[config.mk]
export PLATFORM = sky130hd
export DESIGN_NAME = c_subset_token_lexer
export DESIGN_NICKNAME = d
export VERILOG_FILES = /design/src/rtl/ctsl_pkg.sv /design/src/rtl/ctsl_front.sv /design/src/rtl/ctsl_queue.sv /design/src/rtl/ctsl_back.sv /design/src/rtl/c_subset_token_lexer.sv
export VERILOG_INCLUDE_DIRS = /design/src /design/src/rtl
export SDC_FILE = /design/constraint.sdc
export NUM_CORES = 1
export LEC_CHECK = 0
export BUFFER_PORTS_ARGS = -buffer_cell sky130_fd_sc_hd__buf_2
export CAP_MARGIN = 20
export CORE_UTILIZATION = 57
export CTS_CLUSTER_SIZE = 24
export DETAILED_ROUTE_END_ITERATION = 6
export MAX_ROUTING_LAYER = met4
export PLACE_DENSITY_LB_ADDON = 0.3
export SLEW_MARGIN = 20
export SYNTH_ARGS = -nofsm -noshare
export SYNTH_HDL_FRONTEND = slang
export SYNTH_SLANG_ARGS = --single-unit
[constraint.sdc]
create_clock -name clock -period 6.4 [get_ports clock]
set_input_delay 1.6 -clock clock [delete_from_list [all_inputs] [get_ports clock]]
set_output_delay 1.6 -clock clock [all_outputs]
set_load 0.02 [all_outputs]
[src/rtl/c_subset_token_lexer_macros.svh]
// Assertion macros for the lexer top level.
`ifndef C_SUBSET_TOKEN_LEXER_MACROS_SVH
`define C_SUBSET_TOKEN_LEXER_MACROS_SVH

// Same-cycle implication, checked while out of reset.
`define CTSL_ASSERT_NOW(label, clk, rst, ante, cons, msg) \
   label: assert property (@(posedge clk) disable iff (rst) (ante) |-> (cons)) \
      else $error(msg);

// Next-cycle implication, checked while out of reset.
`define CTSL_ASSERT_NEXT(label, clk, rst, ante, cons, msg) \
   label: assert property (@(posedge clk) disable iff (rst) (ante) |=> (cons)) \
      else $error(msg);

`endif

[src/rtl/ctsl_pkg.sv]
// Types, codes and character tables for the C subset token lexer.
package ctsl_pkg;

   localparam int OFFSET_BITS_DEFAULT = 16;
   localparam int QUEUE_DEPTH_DEFAULT = 4;

   typedef enum logic [3:0] {
      KIND_LPAREN = 4'd0,
      KIND_RPAREN = 4'd1,
      KIND_LBRACE = 4'd2,
      KIND_RBRACE = 4'd3,
      KIND_SEMI   = 4'd4,
      KIND_CONST  = 4'd5,
      KIND_IDENT  = 4'd6,
      KIND_RETURN = 4'd7,
      KIND_VOID   = 4'd8,
      KIND_INT    = 4'd9,
      KIND_ERROR  = 4'd10
   } kind_type;

   typedef enum logic [1:0] {
      ERR_NONE     = 2'd0,
      ERR_NO_MATCH = 2'd1,
      ERR_BAD_NEXT = 2'd2,
      ERR_OPEN_END = 2'd3
   } err_type;

   typedef enum logic [2:0] {
      CLS_SPACE,
      CLS_PUNCT,
      CLS_DIGIT,
      CLS_ALPHA,
      CLS_OTHER
   } cls_type;

   // keyword slots, also the bit positions of the candidate mask
   localparam logic [1:0] KW_RETURN = 2'd0;
   localparam logic [1:0] KW_VOID   = 2'd1;
   localparam logic [1:0] KW_INT    = 2'd2;

   typedef struct packed {
      logic [7:0] src_byte;
      logic       end_of_source;
   } req_type;

   typedef struct packed {
      logic [3:0]  token_kind;
      logic [1:0]  error_code;
      logic [15:0] value_start;
      logic [15:0] value_length;
      logic [7:0]  offending_byte;
      logic        last_of_run;
   } rsp_type;

   // what one source byte produces: one result, optionally followed by a punctuation token
   typedef struct packed {
      rsp_type    first;
      logic       two;
      logic [3:0] second_kind;
   } entry_type;

   function automatic cls_type classify(input logic [7:0] c);
      cls_type r;
      if (c == 8'h20 || (c >= 8'h09 && c <= 8'h0D)) r = CLS_SPACE;
      else if (c == 8'h28 || c == 8'h29 || c == 8'h7B || c == 8'h7D || c == 8'h3B)
         r = CLS_PUNCT;
      else if (c >= 8'h30 && c <= 8'h39) r = CLS_DIGIT;
      else if ((c >= 8'h61 && c <= 8'h7A) || (c >= 8'h41 && c <= 8'h5A) || c == 8'h5F)
         r = CLS_ALPHA;
      else r = CLS_OTHER;
      return r;
   endfunction

   function automatic kind_type punct_kind(input logic [7:0] c);
      kind_type r;
      case (c)
         8'h28:   r = KIND_LPAREN;
         8'h29:   r = KIND_RPAREN;
         8'h7B:   r = KIND_LBRACE;
         8'h7D:   r = KIND_RBRACE;
         default: r = KIND_SEMI;
      endcase
      return r;
   endfunction

   function automatic logic [15:0] kw_len(input logic [1:0] k);
      logic [15:0] r;
      case (k)
         KW_RETURN: r = 16'd6;
         KW_VOID:   r = 16'd4;
         default:   r = 16'd3;
      endcase
      return r;
   endfunction

   function automatic logic [7:0] kw_char(input logic [1:0] k, input logic [2:0] pos);
      logic [7:0] r;
      r = 8'h00;
      case (k)
         KW_RETURN: begin
            case (pos)
               3'd0:    r = 8'h72;
               3'd1:    r = 8'h65;
               3'd2:    r = 8'h74;
               3'd3:    r = 8'h75;
               3'd4:    r = 8'h72;
               3'd5:    r = 8'h6E;
               default: r = 8'h00;
            endcase
         end
         KW_VOID: begin
            case (pos)
               3'd0:    r = 8'h76;
               3'd1:    r = 8'h6F;
               3'd2:    r = 8'h69;
               3'd3:    r = 8'h64;
               default: r = 8'h00;
            endcase
         end
         default: begin
            case (pos)
               3'd0:    r = 8'h69;
               3'd1:    r = 8'h6E;
               3'd2:    r = 8'h74;
               default: r = 8'h00;
            endcase
         end
      endcase
      return r;
   endfunction

endpackage

[src/rtl/ctsl_front.sv]
// Front end: classifies each source byte, tracks the open run and builds queue entries.
module ctsl_front import ctsl_pkg::*; #(
   parameter int OFFSET_BITS = OFFSET_BITS_DEFAULT
) (
   input  logic      clock,
   input  logic      reset,
   input  logic      push,
   output logic      full,
   input  req_type   req_data,
   output logic      q_push,
   output entry_type q_entry,
   input  logic      q_full
);

   typedef enum logic [1:0] {
      MODE_IDLE,
      MODE_CONST,
      MODE_IDENT
   } mode_type;

   mode_type               mode_ff, mode_in;
   logic [OFFSET_BITS-1:0] begin_ff, begin_in;
   logic [15:0]            count_ff, count_in;
   logic [2:0]             cand_ff, cand_in;
   logic [OFFSET_BITS-1:0] offset_ff, offset_in;
   logic                   skip_ff, skip_in;

   cls_type     cls;
   logic        accept;
   logic        extends_run;
   logic        err;
   logic [15:0] base_count;
   logic [15:0] grown_count;
   logic [2:0]  base_cand;
   logic [2:0]  grown_cand;
   kind_type    run_kind;

   assign full   = q_full;
   assign accept = push && !q_full;
   assign cls    = classify(req_data.src_byte);

   // keyword filter for a byte that opens or extends a run
   always_comb begin
      base_count = (mode_ff == MODE_IDLE) ? 16'd0 : count_ff;
      base_cand  = (mode_ff == MODE_IDLE) ? 3'b111 : cand_ff;
      grown_cand = base_cand;
      for (int k = 0; k < 3; k++) begin
         if (base_cand[k] && (base_count >= kw_len(2'(k)) ||
             kw_char(2'(k), base_count[2:0]) != req_data.src_byte)) begin
            grown_cand[k] = 1'b0;
         end
      end
      grown_count = (base_count == 16'hFFFF) ? base_count : base_count + 16'd1;
   end

   always_comb begin
      if (mode_ff == MODE_CONST) run_kind = KIND_CONST;
      else if (cand_ff[KW_RETURN] && count_ff == kw_len(KW_RETURN)) run_kind = KIND_RETURN;
      else if (cand_ff[KW_VOID] && count_ff == kw_len(KW_VOID)) run_kind = KIND_VOID;
      else if (cand_ff[KW_INT] && count_ff == kw_len(KW_INT)) run_kind = KIND_INT;
      else run_kind = KIND_IDENT;
   end

   always_comb begin
      mode_in     = mode_ff;
      begin_in    = begin_ff;
      count_in    = count_ff;
      cand_in     = cand_ff;
      offset_in   = offset_ff;
      skip_in     = skip_ff;
      err         = 1'b0;
      q_push      = 1'b0;
      q_entry     = '0;
      extends_run = (cls == CLS_DIGIT) || (mode_ff == MODE_IDENT && cls == CLS_ALPHA);

      if (accept && !skip_ff) begin
         if (mode_ff != MODE_IDLE) begin
            if (extends_run) begin
               count_in = grown_count;
               cand_in  = grown_cand;
               if (req_data.end_of_source) begin
                  q_push                      = 1'b1;
                  q_entry.first.token_kind    = KIND_ERROR;
                  q_entry.first.error_code    = ERR_OPEN_END;
                  err                         = 1'b1;
               end
            end else if (cls == CLS_SPACE || cls == CLS_PUNCT) begin
               q_push                   = 1'b1;
               q_entry.first.token_kind = run_kind;
               if (run_kind == KIND_CONST || run_kind == KIND_IDENT) begin
                  q_entry.first.value_start  = 16'(begin_ff);
                  q_entry.first.value_length = count_ff;
               end
               q_entry.two         = (cls == CLS_PUNCT);
               q_entry.second_kind = punct_kind(req_data.src_byte);
               mode_in  = MODE_IDLE;
               begin_in = '0;
               count_in = '0;
               cand_in  = 3'b111;
            end else begin
               q_push                       = 1'b1;
               q_entry.first.token_kind     = KIND_ERROR;
               q_entry.first.error_code     = ERR_BAD_NEXT;
               q_entry.first.offending_byte = req_data.src_byte;
               err      = 1'b1;
               mode_in  = MODE_IDLE;
               begin_in = '0;
               count_in = '0;
               cand_in  = 3'b111;
            end
         end else begin
            case (cls)
               CLS_PUNCT: begin
                  q_push                   = 1'b1;
                  q_entry.first.token_kind = punct_kind(req_data.src_byte);
               end
               CLS_DIGIT, CLS_ALPHA: begin
                  mode_in  = (cls == CLS_DIGIT) ? MODE_CONST : MODE_IDENT;
                  begin_in = offset_ff;
                  count_in = grown_count;
                  cand_in  = grown_cand;
                  if (req_data.end_of_source) begin
                     q_push                   = 1'b1;
                     q_entry.first.token_kind = KIND_ERROR;
                     q_entry.first.error_code = ERR_OPEN_END;
                     err                      = 1'b1;
                  end
               end
               CLS_OTHER: begin
                  q_push                       = 1'b1;
                  q_entry.first.token_kind     = KIND_ERROR;
                  q_entry.first.error_code     = ERR_NO_MATCH;
                  q_entry.first.offending_byte = req_data.src_byte;
                  err                          = 1'b1;
               end
               default: begin
               end
            endcase
         end

         if (offset_ff != '1) offset_in = offset_ff + OFFSET_BITS'(1);
         if (err) skip_in = 1'b1;
      end

      q_entry.first.last_of_run = !q_entry.two;

      // the last byte of a source puts everything back to the start state
      if (accept && req_data.end_of_source) begin
         mode_in   = MODE_IDLE;
         begin_in  = '0;
         count_in  = '0;
         cand_in   = 3'b111;
         offset_in = '0;
         skip_in   = 1'b0;
      end
   end

   always_ff @(posedge clock) begin
      if (reset) begin
         mode_ff   <= MODE_IDLE;
         begin_ff  <= '0;
         count_ff  <= '0;
         cand_ff   <= 3'b111;
         offset_ff <= '0;
         skip_ff   <= 1'b0;
      end else begin
         mode_ff   <= mode_in;
         begin_ff  <= begin_in;
         count_ff  <= count_in;
         cand_ff   <= cand_in;
         offset_ff <= offset_in;
         skip_ff   <= skip_in;
      end
   end

endmodule

[src/rtl/ctsl_queue.sv]
// Small ring queue of entries between the front and back ends.
module ctsl_queue import ctsl_pkg::*; #(
   parameter int DEPTH = QUEUE_DEPTH_DEFAULT
) (
   input  logic      clock,
   input  logic      reset,
   input  logic      wr_en,
   input  entry_type wr_data,
   output logic      full,
   input  logic      rd_en,
   output entry_type rd_data,
   output logic      empty
);

   localparam int PTR_W = (DEPTH > 1) ? $clog2(DEPTH) : 1;
   localparam int CNT_W = $clog2(DEPTH + 1);

   entry_type        slot_ff [DEPTH];
   logic [PTR_W-1:0] wr_ptr_ff, wr_ptr_in;
   logic [PTR_W-1:0] rd_ptr_ff, rd_ptr_in;
   logic [CNT_W-1:0] count_ff, count_in;
   logic             do_wr, do_rd;

   assign full    = (count_ff == CNT_W'(DEPTH));
   assign empty   = (count_ff == '0);
   assign do_wr   = wr_en && !full;
   assign do_rd   = rd_en && !empty;
   assign rd_data = slot_ff[rd_ptr_ff];

   always_comb begin
      wr_ptr_in = wr_ptr_ff;
      rd_ptr_in = rd_ptr_ff;
      count_in  = count_ff;
      if (do_wr) wr_ptr_in = (wr_ptr_ff == PTR_W'(DEPTH - 1)) ? '0 : wr_ptr_ff + PTR_W'(1);
      if (do_rd) rd_ptr_in = (rd_ptr_ff == PTR_W'(DEPTH - 1)) ? '0 : rd_ptr_ff + PTR_W'(1);
      if (do_wr && !do_rd) count_in = count_ff + CNT_W'(1);
      else if (do_rd && !do_wr) count_in = count_ff - CNT_W'(1);
   end

   always_ff @(posedge clock) begin
      if (do_wr) slot_ff[wr_ptr_ff] <= wr_data;
   end

   always_ff @(posedge clock) begin
      if (reset) begin
         wr_ptr_ff <= '0;
         rd_ptr_ff <= '0;
         count_ff  <= '0;
      end else begin
         wr_ptr_ff <= wr_ptr_in;
         rd_ptr_ff <= rd_ptr_in;
         count_ff  <= count_in;
      end
   end

endmodule

[src/rtl/ctsl_back.sv]
// Back end: expands queue entries into result items behind an output register.
module ctsl_back import ctsl_pkg::*; (
   input  logic      clock,
   input  logic      reset,
   input  logic      q_empty,
   input  entry_type q_entry,
   output logic      q_pop,
   output logic      empty,
   input  logic      pop,
   output rsp_type   rsp_data
);

   rsp_type out_ff;
   logic    valid_ff;
   logic    second_ff;

   rsp_type next_rsp;
   logic    load;
   logic    last_part;

   always_comb begin
      next_rsp = q_entry.first;
      if (second_ff) begin
         next_rsp             = '0;
         next_rsp.token_kind  = q_entry.second_kind;
         next_rsp.last_of_run = 1'b1;
      end
   end

   assign last_part = second_ff || !q_entry.two;
   assign load      = !q_empty && (!valid_ff || pop);
   assign q_pop     = load && last_part;
   assign empty     = !valid_ff;
   assign rsp_data  = out_ff;

   always_ff @(posedge clock) begin
      if (load) out_ff <= next_rsp;
   end

   always_ff @(posedge clock) begin
      if (reset) begin
         valid_ff  <= 1'b0;
         second_ff <= 1'b0;
      end else if (load) begin
         valid_ff  <= 1'b1;
         second_ff <= !last_part;
      end else if (pop) begin
         valid_ff  <= 1'b0;
      end
   end

endmodule

[src/rtl/c_subset_token_lexer.sv]
// C subset token lexer: one source byte per cycle in while not full, token items out.
// Throughput: one byte accepted per cycle while the queue is not full; a byte closing a
//   run before punctuation gives two items, which leave in turn through the single output register.
// The first item of a byte passes through the entry queue, then the output register, to rsp.
// Reset: synchronous, clears run state, offset, skip flag, entry queue and output valid state.
`include "c_subset_token_lexer_macros.svh"

module c_subset_token_lexer import ctsl_pkg::*; #(
   parameter int OFFSET_BITS = OFFSET_BITS_DEFAULT,
   parameter int QUEUE_DEPTH = QUEUE_DEPTH_DEFAULT
) (
   input  logic    clock,
   input  logic    reset,
   input  logic    push,
   output logic    full,
   input  req_type req_data,
   output logic    empty,
   input  logic    pop,
   output rsp_type rsp_data
);

   logic      q_push;
   logic      q_full;
   logic      q_pop;
   logic      q_empty;
   entry_type q_wr_entry;
   entry_type q_rd_entry;

   logic      rsp_code_ok;
   logic      rsp_mid;
   logic      rsp_run;
   logic      rsp_tail;

   ctsl_front #(
      .OFFSET_BITS(OFFSET_BITS)
   ) u_front (
      .clock    (clock),
      .reset    (reset),
      .push     (push),
      .full     (full),
      .req_data (req_data),
      .q_push   (q_push),
      .q_entry  (q_wr_entry),
      .q_full   (q_full)
   );

   ctsl_queue #(
      .DEPTH(QUEUE_DEPTH)
   ) u_queue (
      .clock   (clock),
      .reset   (reset),
      .wr_en   (q_push),
      .wr_data (q_wr_entry),
      .full    (q_full),
      .rd_en   (q_pop),
      .rd_data (q_rd_entry),
      .empty   (q_empty)
   );

   ctsl_back u_back (
      .clock    (clock),
      .reset    (reset),
      .q_empty  (q_empty),
      .q_entry  (q_rd_entry),
      .q_pop    (q_pop),
      .empty    (empty),
      .pop      (pop),
      .rsp_data (rsp_data)
   );

   assign rsp_code_ok = (rsp_data.token_kind == KIND_ERROR) == (rsp_data.error_code != ERR_NONE);
   assign rsp_mid     = !empty && !rsp_data.last_of_run;
   assign rsp_run     = (rsp_data.token_kind == KIND_CONST) ||
                        (rsp_data.token_kind == KIND_IDENT) ||
                        (rsp_data.token_kind == KIND_RETURN) ||
                        (rsp_data.token_kind == KIND_VOID) ||
                        (rsp_data.token_kind == KIND_INT);
   assign rsp_tail    = !empty && rsp_data.last_of_run && (rsp_data.token_kind <= KIND_SEMI);

   `CTSL_ASSERT_NEXT(a_reset_empty, clock, 1'b0, reset, empty, "output not empty after reset")

   `CTSL_ASSERT_NOW(a_error_code, clock, reset, !empty, rsp_code_ok, "error kind/code mismatch")

   `CTSL_ASSERT_NOW(a_pair_head, clock, reset, rsp_mid, rsp_run, "non-final item not a run token")

   `CTSL_ASSERT_NEXT(a_pair_tail, clock, reset, rsp_mid && pop, rsp_tail, "pair tail not punctuation")

endmodule
After elaboration in Yosys (flattened, before gate mapping)
Memories as Yosys holds them, arrays and structs flattened. A register that Yosys moved wholly into a read port is not among the register bits.
Cells that the tools add are included.

storage, ports and cells
  input port bits = 13
  logic and storage cells = 198
  memories kept = 1
  output and inout bits = 49
  bits in registers = 110
  memory bits (writable) = 208

cells by class
  $lt $le $gt $ge = 11
  reductions and logical operators = 60
  multiplexer cells = 71
  eq/ne operators = 32
  add/subtract/negate cells = 6

memory list
  memory           depth  bits a word  read ports  clocked after Yosys merged registers in  wr ports  RTL line          text
  u_queue.slot_ff  4      52           1           1                                        1         ctsl_queue.sv:18  entry_type slot_ff [DEPTH];

operator list
  operator                                                             count
  2-to-1 mux 16 bit                                                    8
  2-to-1 mux 32 bit                                                    3
  2-to-1 mux 47 bit                                                    1
  2-to-1 mux 46 bit                                                    1
  2-to-1 mux 40 bit                                                    1
  one-hot mux 7 bit (5 select lines)                                   1
  adder 16 x 1 -> 16 bit (second input constant)                       2
  equality test 16 x 3 -> 1 bit (second input constant)                2
  equality test 8 x 6 -> 1 bit (second input constant)                 4
  greater-or-equal comparator 16 x 3 -> 1 bit (second input constant)  2
  2-to-1 mux 3 bit                                                     10
  one-hot mux 7 bit (4 select lines)                                   1
  equality test 8 x 7 -> 1 bit (second input constant)                 3
  2-to-1 mux 8 bit                                                     3
  inequality test 7 x 8 -> 1 bit                                       3
  one-hot mux 7 bit (3 select lines)                                   1
  logical AND 1 bit                                                    20
  2-to-1 mux 4 bit                                                     5
  2-to-1 mux 5 bit                                                     4
  2-to-1 mux 2 bit                                                     9
  2-to-1 mux 6 bit                                                     3
  equality test 16 bit (second input constant)                         1
  equality test 16 x 2 -> 1 bit (second input constant)                1
  greater-or-equal comparator 16 x 2 -> 1 bit (second input constant)  1
  other kinds (30)                                                     90

Logic depth before layout (Yosys ltp)
  depth after elaboration = 19
  depth in mapped cells = 12
  depth with buffers taken out = 10

Cells and area by module
A second synthesis with hierarchy kept.

second synthesis, totals
  cell total of the unflattened synthesis = 977
  area, all modules = 13930.9 um^2

by module, submodules not included
  module      area an instance (um^2)  seq. area each (um^2)  cells an instance  instances
  ctsl_queue  7982.7                   6426.2                 322                1
  ctsl_front  4055.1                   1081.0                 544                1
  ctsl_back   1893.1                   1451.4                 111                1

Worst setup path after synthesis
OpenSTA, ideal clock, no wires.

  path kind = input to register
  start = input req_data[2] (netlist name)
  end = memory u_queue.slot_ff[0][0] (netlist name) (enable)
  cell stages on the path = 7
  path buffers = 2
  required time = 5.986 ns
  arrival = 4.059 ns
  library setup time = 0.414 ns
  path slack = 1.928 ns
  cell sequence = buf_2 buf_1 nand3b_1 a211oi_1 o21a_2 a221oi_2 and2_1

on the way
  longest elaborated chain between the ends = 17
  elaborated cells on any way between the ends = 45
  those cells by class = order compare (8); eq/ne (11); mux (10); reduce/logical (16)

RTL lines
  what                                                                                                   RTL line                    text
  start: declaration                                                                                     c_subset_token_lexer.sv:16  input req_type req_data,
  greater-or-equal comparator 8 x 7 -> 1 bit or less-or-equal comparator 8 x 7 -> 1 bit (tied branches)  ctsl_pkg.sv:68              else if ((c >= 8'h61 && c <= 8'h7A) || (c >= 8'h41 && c <= 8'h5A) || c == 8'h5F)
  logical AND 1 bit                                                                                      ctsl_pkg.sv:68
  logical OR 1 bit (2 in series)                                                                         ctsl_pkg.sv:68
  2-to-1 mux 3 bit                                                                                       ctsl_pkg.sv:68
  2-to-1 mux 3 bit                                                                                       ctsl_pkg.sv:67              else if (c >= 8'h30 && c <= 8'h39) r = CLS_DIGIT;
  2-to-1 mux 3 bit                                                                                       ctsl_pkg.sv:65              else if (c == 8'h28 || c == 8'h29 || c == 8'h7B || c == 8'h7D || c == 8'h3B)
  2-to-1 mux 3 bit (*)                                                                                   ctsl_pkg.sv:64              if (c == 8'h20 || (c >= 8'h09 && c <= 8'h0D)) r = CLS_SPACE;
  branches (longest 4 deep; another with equality test 3 bit)                                            -
  2-to-1 mux 1 bit (*)                                                                                   ctsl_front.sv:77            if (mode_ff != MODE_IDLE) begin
  2-to-1 mux 1 bit (*)                                                                                   ctsl_front.sv:76            if (accept && !skip_ff) begin
  logical AND 1 bit (*)                                                                                  ctsl_queue.sv:26            assign do_wr = wr_en && !full;
  via u_queue.do_wr                                                                                      ctsl_queue.sv:22            logic do_wr, do_rd;
  2-to-1 mux 1 bit (*)                                                                                   ctsl_queue.sv:41            if (do_wr) slot_ff[wr_ptr_ff] <= wr_data;
  2-to-1 mux 1 bit (not written as such) (*)                                                             ctsl_queue.sv:41
  end: declaration                                                                                       ctsl_queue.sv:18

Mark *: on every way through the listed nets, which the timed path passes.

Final worst setup path
  start = input req_data[3] (netlist name)
  end = memory u_queue.slot_ff[0][45] (netlist name) (enable)

Same word-level chain as after synthesis.

==> impl_metrics.csv <==
group,metric,value,unit
flow_run,drv_cap,0,
detailed_routing,detail-route-antenna-nets,0,
critical_path,cp_data_arrival_time,4240,ps
die,die_y,156,um
die,dieArea,24300,um2
clocking,htreeDepth,1,
detailed_routing,drc,0,
global_routing,first_global_vias,7435,
global_routing,grt_max_degree,52,
cells_and_area,final_common_cell,"edfxtp_1",
yosys,ys_seq_area_share,65.5,%
global_routing,grt_overflow,0,
yosys,synth_area_per_cell,14.6,um2
clocking,cts_root_buf,"clkbuf_16",
clocking,clk_latency,550,ps
yosys,yosysTopAreaCell,"edfxtp_1",
sta,holdWs,466,ps
clocking,clock_sinks,316,
clocking,cts.reportedPaths.clkPinSlew,60,ps
power_and_ir_drop,switching_share,28.3,%
detailed_routing,dr.first_iter.drc_count,648,
sta,fin_crit_sh,63.3,%
run_status,status,"finished, final reports clean",
critical_path,critPathMaxFanout,30,
die,die_w,156,um
cells_and_area,drive_gt1_share,20.3,%
power_and_ir_drop,p_seq_share,46.9,%
clocking,cts_setup_buffers,0,
global_routing,globalRouteTotalUtil,23.3,%
yosys,synth_top_family_by_area,"simple AND/OR/NAND/NOR gates",
critical_path,critPathKind,"input pin to flop",
yosys,synth_ff_type,"edfxtp_1",
critical_path,critPathMaxStageDelay,640,ps
clocking,cts_buffers,30,
power_and_ir_drop,p_leak,5.23,nW
power_and_ir_drop,p_int,4.22,mW
sta,period_minus_slack,4050,ps
yosys,yosys.area.top_type_share,55.9,%
yosys,synthArstFlopShare,0,%
sta,clock_skew,9.08,ps
die,std_cell_rows,55,
critical_path,cp-end-kind,"flop",
yosys,ys_seq_elements,316,
clocking,cts_hold_buf,0,
yosys,syn_inst,925,
cells_and_area,areaGrowthSynthToFinish,11.6,%
global_routing,grt_pass1_wl,41800,um
cells_and_area,nFillCells,1607,
detailed_routing,drt-vias-per-instance,6.02,
yosys,synth_area,13500,um2
yosys,yosysWarnings,0,
critical_path,required,6590,ps
sta,fmax,247,MHz
clocking,post_cts_resized,0,
power_and_ir_drop,net-switching-power,1.66,mW
sta,drv_slew,0,
power_and_ir_drop,clkPwrFrac,29.6,%
cells_and_area,nets,1001,
placed_design,hpwlAfterDp,16500,um
yosys,synthSimpleGateAreaFrac,13.1,%
clocking,cts_tree,"built",
critical_path,cp_cell_sequence,"buf_2 > nor2_1 > a211o_1 > o21ai_0 > a221oi_2 > and2_2 > buf_4",
global_routing,antenna_found_initial,0,
placed_design,place_congestion,0.915,
yosys,synth_adder_area_share,1.26,%
yosys,synth_xor_xnor_area_share,1.56,%
cells_and_area,final_cell_mix,"251 x edfxtp_1, 77 x and2_1, 63 x dfxtp_1, 61 x buf_2, 58 x nor2_1",
detailed_routing,firstDrtPassIters,5,
yosys,yosys-mux-area-fraction,9.22,%
power_and_ir_drop,pwr-share-comb,23.5,%
yosys,synth_nets,951,
min_path,hold_class,"flop to flop",
yosys,ys_types,76,
critical_path,start_kind,"input pin",
critical_path,critPathSlowestCell,"and2_2",
placed_design,io_buffer_count,61,
detailed_routing,wire_per_inst,20.2,um
sta,rsz0062_at_grt,"no",
cells_and_area,n_antenna_cell,0,
sta,finalSetupViolCount,0,
detailed_routing,drt_wl_total,26500,um
sta,tns,0,ps
yosys,synth_compound_area_share,7.17,%
detailed_routing,vias,7898,
yosys,synth_area_leaders,"edfxtp_1 56%, dfxtp_1 9.6%, mux4_2 8.5%, and2_1 3.8%, nor2_1 1.6%",
power_and_ir_drop,cellPowerDensity,391,nW/um2
sta,hold_violations,0,
die,design.core.area,22900,um2
die,start_util,58.9,%
sta,slew_headroom,32.1,%
die,num_io_pins,62,
sta,tightestPinTransition,1020,ps
power_and_ir_drop,ir_drop,208,uV
clocking,cts_buffer_depth,3,
yosys,synth-edff-count,251,
## layer usage
layer / track usage [%] / routed length [um] / share of wire, % / vias to the layer above
met2: 34.1 / 12100 / 46 / 294
met1: 34.7 / 12000 / 45 / 3895
li1: - / - / - / 3668
met3: 2.72 / 1770 / 6.7 / 41
met4: 6.68 / 597 / 2.3 / 0
met5: - / 0 / 0 / -
## metrics by stage
| stage | util (%) | cell area [um2] | total power, mW | setup slack [ps] | cells |
|---|---|---|---|---|---|
| final | 65.7 | 15100 | 5.88 | 2350 | 1312 |
| after CTS | 65.6 | 15000 | 5.92 | 2350 | 1311 |
| after detailed placement | 61.2 | 14000 | 4.18 | 1770 | 1255 |
| after floorplan | - | 13500 | 3.78 | 1930 | 925 |
| after global routing | 65.7 | 15100 | 6.14 | 2120 | 1312 |
| after global placement | 61.2 | 14000 | 4.15 | 1840 | 1255 |
## critical path, delay by kind of cell
family | cells | cell delay (ps)
simple gates | 2 | 990
compound gates | 3 | 910
buf+inv | 2 | 720
## power groups by stage
stage          logic [mW]  clock network (mW)  registers (mW)
2_1_floorplan       0.829                   0            2.95
3_3_place_gp         1.31                   0            2.84
3_5_place_dp         1.33                   0            2.85
4_1_cts              1.34                1.77            2.82
5_1_grt              1.50                1.85            2.79
6_report             1.38                1.74            2.76
## area by class of cell
| type | instances | area, um2 | area share, % |
|---|---|---|---|
| flip-flops and latches | 316 | 8840 | 58.7 |
| multi-input cells | 540 | 4370 | 29.0 |
| clock buffers | 41 | 853 | 5.67 |
| repair buffers | 71 | 400 | 2.66 |
| well taps | 313 | 392 | 2.60 |
| clock inverters | 15 | 139 | 0.922 |
| inverters | 16 | 60.1 | 0.399 |
## Yosys cell counts, types with 12 or more instances
master,n
mux4_2,51
and2_1,81
edfxtp_1,251
and4_1,12
clkbuf_1,33
a21oi_1,23
dfxtp_1,65
nor3_1,21
nand4_1,13
nand3_1,19
xnor2_1,13
ha_1,12
o21ai_0,21
nand2_1,51
a22o_1,21
nor2_1,59
inv_1,15
## registers in the layout (all words and copies together) (netlist names), named ones only
register / count
u_queue.slot_ff: 204
u_back.rsp_data: 47
u_front.begin_ff: 16
u_front.count_ff: 16
u_front.offset_ff: 16
u_front.cand_ff: 3
u_queue.count_ff: 3
u_front.mode_ff: 2
u_queue.rd_ptr_ff: 2
u_queue.wr_ptr_ff: 2
u_back.second_ff: 1
u_back.valid_ff: 1
u_front.skip_ff: 1
## path summary, 6_finish.rpt
path | startpoint | to | slack [ps] | cells past startpoint
max | req_data[3] | u_queue.slot_ff[0][45]$_DFFE_PP_ | 2350 | 7
min | u_front.begin_ff[9]$_SDFFE_PP0P_ | u_front.begin_ff[9]$_SDFFE_PP0P_ | 470 | 1
max reg2reg | u_queue.count_ff[1]$_SDFFE_PP0P_ | u_queue.slot_ff[0][45]$_DFFE_PP_ | 3310 | 5
min reg2reg | u_front.begin_ff[9]$_SDFFE_PP0P_ | u_front.begin_ff[9]$_SDFFE_PP0P_ | 470 | 1
## logic make-up after synthesis
kind of cell             count (synthesis)
adder cells (fa/ha/maj)                 13
flip-flops                             316
AND/OR/NAND/NOR                        314
multiplexers                            60
buffers and inverters                   69
XOR/XNOR                                24
AO/OA/AOI/OAI                          129
No activity file was read; power rests on OpenSTA's default activity.
